**src/hdl/lrhc_pkg.sv**
```systemverilog
`default_nettype none
package lrhc_pkg;
	localparam int BLOCK_HEADER_BYTES_DEF = 16;
	localparam int MIN_LEN = 24;
	localparam int MAX_LEN = 16 * 1024 * 1024;
	localparam int HEAD_MIN_BYTES = 12;
	localparam int AHEAD_LIMIT = 2048;
	localparam int FLAG_DEPEND = 2;
	localparam int FLAG_NEWMARK = 3;
	localparam int FLAG_OLDMARK = 4;
	localparam int DIV_STAGES = 17;
	localparam int FIFO_DEPTH = 4;

	localparam logic [2:0] ST_OK = 3'd0;
	localparam logic [2:0] ST_BAD_OFFSET = 3'd1;
	localparam logic [2:0] ST_NO_LENGTH = 3'd2;
	localparam logic [2:0] ST_TOO_LONG = 3'd3;
	localparam logic [2:0] ST_SEQ_RANGE = 3'd4;
	localparam logic [2:0] ST_BAD_FLAGS = 3'd5;

	localparam logic [1:0] FAIR_OK = 2'd0;
	localparam logic [1:0] FAIR_ABOVE = 2'd1;
	localparam logic [1:0] FAIR_BELOW = 2'd2;
	localparam logic [1:0] FAIR_AHEAD = 2'd3;

	localparam logic [2:0] REG_BLOCK_SIZE = 3'd0;
	localparam logic [2:0] REG_SCN_LOW = 3'd1;
	localparam logic [2:0] REG_SCN_NEXT = 3'd2;
	localparam logic [2:0] REG_WIN_EN = 3'd3;
	localparam logic [2:0] REG_WIN_LOW = 3'd4;
	localparam logic [2:0] REG_WIN_NEXT = 3'd5;

	// Classified item handed from the front part to the divider.
	typedef struct packed {
		logic [2:0]  status;
		logic [1:0]  fair;
		logic [1:0]  kind;      // 0 ends here, 1 exact fit, 2 divide
		logic [15:0] near_off;  // offset + length when the record ends here
		logic [24:0] excess;
		logic [15:0] payload;
	} cls_t;

	localparam logic [1:0] KIND_HERE = 2'd0;
	localparam logic [1:0] KIND_FIT = 2'd1;
	localparam logic [1:0] KIND_DIV = 2'd2;

	// Result item.
	typedef struct packed {
		logic [2:0]  status;
		logic [20:0] span;
		logic [15:0] next_off;
		logic [1:0]  fair;
	} res_t;
endpackage
`default_nettype wire

```
**src/hdl/lrhc_front.sv**
```systemverilog
`default_nettype none
module lrhc_front import lrhc_pkg::*; #(
	parameter int BLOCK_HEADER_BYTES = BLOCK_HEADER_BYTES_DEF
) (
	input  wire logic        clk,
	input  wire logic        arst_n,
	input  wire logic        in_valid,
	output logic             in_ready,
	input  wire logic [15:0] header_offset,
	input  wire logic [31:0] rec_length,
	input  wire logic [7:0]  flags,
	input  wire logic [15:0] scn_wrap,
	input  wire logic [31:0] scn_base,
	input  wire logic [15:0] block_size,
	input  wire logic [47:0] scn_low,
	input  wire logic [47:0] scn_next,
	input  wire logic        window_enable,
	input  wire logic [47:0] window_low,
	input  wire logic [47:0] window_next,
	output logic             cls_valid,
	input  wire logic        cls_ready,
	output cls_t             cls
);
	localparam logic [16:0] HDR = 17'(BLOCK_HEADER_BYTES);

	logic        v_s1_q;
	cls_t        cls_s1;
	logic [47:0] seq;
	logic        off_bad, len_bad, long_bad, seq_bad, flg_bad;
	logic [16:0] room;
	logic [48:0] d;
	logic        d_le0, d_le1, d_lt_lim;
	cls_t        c;

	assign in_ready = !v_s1_q || cls_ready;
	assign seq = {scn_wrap, scn_base};

	// Checks in the order given by the status priority.
	always_comb begin
		off_bad = ({1'b0, header_offset} < HDR)
			|| ({1'b0, header_offset} + 17'(HEAD_MIN_BYTES) > {1'b0, block_size});
		len_bad = (rec_length == '0) || (rec_length[1:0] != 2'b00)
			|| (rec_length < 32'(MIN_LEN));
		long_bad = rec_length > 32'(MAX_LEN);
		seq_bad = (seq < scn_low) || (seq > scn_next);
		flg_bad = (flags != 8'd0) && ((flags[4:0] == 5'd0)
			|| (flags[FLAG_NEWMARK] && flags[FLAG_OLDMARK]));
		room = {1'b0, block_size} - {1'b0, header_offset};
		d = {1'b0, seq} - {1'b0, window_next};
		d_le0 = d[48] || (d == '0);
		d_le1 = d_le0 || (d == 49'd1);
		d_lt_lim = d < 49'(AHEAD_LIMIT);
		c = '0;
		if (off_bad) c.status = ST_BAD_OFFSET;
		else if (len_bad) c.status = ST_NO_LENGTH;
		else if (long_bad) c.status = ST_TOO_LONG;
		else if (seq_bad) c.status = ST_SEQ_RANGE;
		else if (flg_bad) c.status = ST_BAD_FLAGS;
		else c.status = ST_OK;
		if (rec_length < {15'd0, room}) c.kind = KIND_HERE;
		else if (rec_length == {15'd0, room}) c.kind = KIND_FIT;
		else c.kind = KIND_DIV;
		c.near_off = header_offset + rec_length[15:0];
		c.excess = rec_length[24:0] - {8'd0, room};
		c.payload = block_size - HDR[15:0];
		if (!window_enable) c.fair = FAIR_OK;
		else if (seq < window_low) c.fair = FAIR_BELOW;
		else if (flags[FLAG_DEPEND]) c.fair = d_le1 ? FAIR_OK : FAIR_ABOVE;
		else if (d_le0) c.fair = FAIR_OK;
		else c.fair = d_lt_lim ? FAIR_ABOVE : FAIR_AHEAD;
		if (c.status != ST_OK) c.fair = FAIR_OK;
	end

	// Classification register.
	always_ff @(posedge clk or negedge arst_n) begin
		if (!arst_n) v_s1_q <= 1'b0;
		else if (in_ready) v_s1_q <= in_valid;
	end
	always_ff @(posedge clk) begin
		if (in_ready && in_valid) cls_s1 <= c;
	end

	assign cls_valid = v_s1_q;
	assign cls = cls_s1;
endmodule
`default_nettype wire

```
**config.mk**
```make
export PLATFORM = sky130hd
export DESIGN_NAME = lrhc_front
export DESIGN_NICKNAME = d
export VERILOG_FILES = /design/src/hdl/lrhc_pkg.sv /design/src/hdl/lrhc_front.sv
export SDC_FILE = /design/constraint.sdc
export NUM_CORES = 1
export LEC_CHECK = 0
export CAP_MARGIN = 10
export CORE_ASPECT_RATIO = 0.6
export CORE_MARGIN = 3
export CORE_UTILIZATION = 50
export CTS_BUF_LIST = sky130_fd_sc_hd__clkbuf_8
export DETAILED_ROUTE_END_ITERATION = 8
export DONT_BUFFER_PORTS = 1
export PLACE_DENSITY = 0.65
export SLEW_MARGIN = 25
export SYNTH_ARGS = -nofsm -noshare
export SYNTH_HDL_FRONTEND = slang
export SYNTH_SLANG_ARGS = --single-unit
```
**constraint.sdc**
```tcl
create_clock -name clk -period 3.29 [get_ports clk]
set_input_delay 0.1645 -clock clk [delete_from_list [all_inputs] [get_ports clk]]
set_output_delay 0.1645 -clock clk [all_outputs]
set_load 0.005 [all_outputs]
```
==> run metrics <==
outcome=finished with violations; failing checks=setup timing; Sequential Power Share=24.3%; Rows=between 40 and 50; async set-reset flop share out of synthesis=1.54%; final RePlAce weighted congestion=a little over 1; P&R area growth vs syn=25.3%; clk sinks=65; slew margin rel.=43.4%; sequential-to-total area share from yosys stat=between 10% and 20%; hpwl dp=42.1 mm; Critical Path AT=3.83 ns; f_max=between 200 and 300 MHz; initial antenna violation count=2; post-route setup slack=-0.403 ns; ANT nets after route=0; Starting Density=51.6%; Internal=0.00270 W; Synth Instances=1565; yosys warns=0; Worst Path Max Fanout=4; Total Nets Final=roughly 2400; Tightest Hold Check Type=in -> reg; pwr dens=303 nW/um^2; Num CTS Buffers=9; Static Leak=7.67 nW; fraction of layout cells with a size suffix above 1=19.4%; Yosys reg bits=65; WHS=0.0238 ns; Clock Latency Late Sink=0.38 ns; Final Skew=approximately 0.0081 ns; Worst Setup Path Type=in -> reg; TritonCTS clock tree=yes; DRT iter0 DRCs=~1200; Top Ports=383; WHS Endpoint=cls[35]; WL met1=around 22 mm; post-synth net total=2142; hold wc startpoint=rec_length[17]; Clk network pwr share=16.0%; Layout Cells excl Fill=2148; Vias=12800; Met3 Routed Length=7.52 mm; Reg2Reg Launch Point=cls_valid; Root Buffer=clkbuf_8; Clock Path Buffers=2; R2R Setup Slk=roughly 1.4 ns; Pre-Repair DR Iteration Count=5; worst r2r path cells=3; largest net degree at the start of global routing=36; Post-synth EDFFs=64; RSZ-0062 raised after global routing=true; hold path cells=2; fin crit share=112%; fin. max-slew vios=0; clock-pin slew on the worst setup and hold paths=0.09 ns; Top FF cell, synth=edfxtp_1; DR top layer=met5; total of max-cap violations=0; gr usage total=a little over a third; Final Util=64.7%; CP Launch Type=primary input; number of global-route vias before repair=about 12000; switching share of power=between 40% and 50%; Placed Cells=2097; Die Wd=207 microns; H-Tree Level Count=3; drt drc=0; Net Sw Power=0.00190 W; Syn Std Cell Area=12100 sq um; DP Area=14300 sq um; Die Ht=127 microns; global-route wire length before repair=about 70 mm; final global-route overflow total=0; drt total wl=just under 50 mm; Tightest Pin Transition=about 0.84 ns; Final Hold Fails=0; core footprint=23500 sq um; reg2reg end=cls[11]; worst endpoint required time=about 3.4 ns; Synth cell types=between 60 and 70; combinational power share=between 50% and 60%; vias per std cell=approximately 6; Finished Cell Area=15200 sq um; WL/cell=22.7 microns; # setup viols final=14; number of I/O port buffers=0; Avg Inst Size Synth=7.74 sq um; element type at the critical path end=flip-flop; VDD IR max=between 0.2 and 0.25 mV; crit path time final=3.69 ns; met2 WL=18.0 mm; die area=26200 sq um
## power groups by stage
stage                     logic [W]  registers (W)  clock network, W
after detailed placement    0.00246        0.00114                 0
after global routing        0.00298        0.00113          0.000777
after global placement      0.00243        0.00114                 0
final                       0.00275        0.00112          0.000738
after floorplan             0.00148        0.00111                 0
after CTS                   0.00258        0.00112          0.000747
## final cells by class
cell class,count,area [sq um]
Timing Repair Buffer,275,2140
Sequential cell,65,1950
Clock buffer,9,124
Antenna cell,1,2.50
Inverter,268,1040
Tap cell,315,394
Clock inverter,7,80.1
Multi-Input combinational cell,1208,9440
Fill cell,2108,8280
## sequential cells by signal, summed over array words and instances (netlist names)
signal / flops
cls: 64
cls_valid: 1
## synthesized netlist by cell type (all sizes together) (9+ instances only)
| library cell | n | area, sq um |
|---|---|---|
| a211oi | 16 | 125 |
| a21o | 77 | 578 |
| a21oi | 130 | 662 |
| and2 | 9 | 56.3 |
| buf | 10 | 50.1 |
| clkbuf | 14 | 58.8 |
| edfxtp | 64 | 1920 |
| ha | 256 | 3200 |
| inv | 268 | 1010 |
| nand2 | 98 | 368 |
| nand2b | 23 | 144 |
| nand3 | 31 | 155 |
| nand4 | 58 | 363 |
| nor2 | 86 | 323 |
| nor2b | 17 | 106 |
| nor3 | 30 | 150 |
| nor4 | 26 | 169 |
| o211ai | 10 | 80.1 |
| o21a | 15 | 113 |
| o21ai | 97 | 493 |
| o21bai | 9 | 67.6 |
| o31ai | 14 | 133 |
| or3 | 10 | 62.6 |
| xnor2 | 59 | 517 |
| xor2 | 32 | 280 |
## how the worst max path moves through the flow
stage | startpoint | endpoint | cells after the start | slack, ns
after floorplan | block_size[0] | cls[39] | 21 | -0.53
final | block_size[0] | cls[40] | 22 | -0.40
after detailed placement | block_size[0] | cls[39] | 21 | -1.04
after CTS | block_size[0] | cls[40] | 22 | -0.34
after global placement | block_size[0] | cls[40] | 22 | -0.96
after global routing | block_size[0] | cls[40] | 22 | -0.54
## cells in the final DEF, fill, tap and decap left out, types with 9 or more instances in the layout
cell             n
edfxtp_1        64
a211oi_1        12
nor2_1          83
nand2_1         96
ha_1           252
nor3_1          26
xor2_1          31
nor2b_1         15
a21oi_1        116
dlygate4sd3_1   20
o21a_1          15
nand3_1         30
or3_1           10
a21oi_2         13
o211ai_1         9
nand4_1         58
a21o_1          77
nor4_1          20
nand2b_1        22
clkbuf_8         9
o21ai_0         84
buf_4          250
inv_1          265
o31ai_1         10
xnor2_1         58
## stage by stage
stage | worst slack [ns] | TNS (ns) | power, W
floorplan | -0.528 | -4.06 | 0.00259
global placement | -0.959 | -13.21 | 0.00357
detailed placement | -1.04 | -14.92 | 0.00360
CTS | -0.344 | -2.86 | 0.00444
global route | -0.542 | -5.32 | 0.00489
finish | -0.403 | -3.60 | 0.00460
## worst max-delay path, stage by stage
cell,delay [ns]
clkinv_16,0.02
ha_4,0.12
inv_2,0.04
fa_2,0.35
nor2b_4,0.15
o21ai_4,0.15
a21oi_2,0.09
o21ai_2,0.18
a21oi_2,0.10
o21ai_2,0.21
buf_4,0.16
a21oi_4,0.06
nor4_4,0.24
o311a_1,0.22
xor2_1,0.17
ha_1,0.30
and3_4,0.18
a211o_1,0.33
o2111ai_2,0.24
nand2_2,0.15
nor2_2,0.14
xor2_1,0.07
## repair_timing
item	in CTS	in global routing
hold buffers	20	0
gates cloned	0	0
pin swaps	28	34
buffers inserted	9	6
endpoints found under the hold margin	18	0
resized for setup	30	43
endpoints found under the setup margin	17	22
## cell families after synthesis
group	share of synthesized area, %
compound gates	23.1
simple gates	17.5
buf+inv	9.21
fa+ha+maj	27.1
xor+xnor	6.58
flops	16.1
mux	0.331
## per-layer routing
layer | up-vias | GRT usage, %
li1 | 6140 | -
met1 | 5934 | 52.5
met2 | 712 | 46.2
met3 | 59 | 18.1
met4 | 2 | 5.43
met5 | - | 0
No activity file was read; power rests on OpenSTA's default activity.
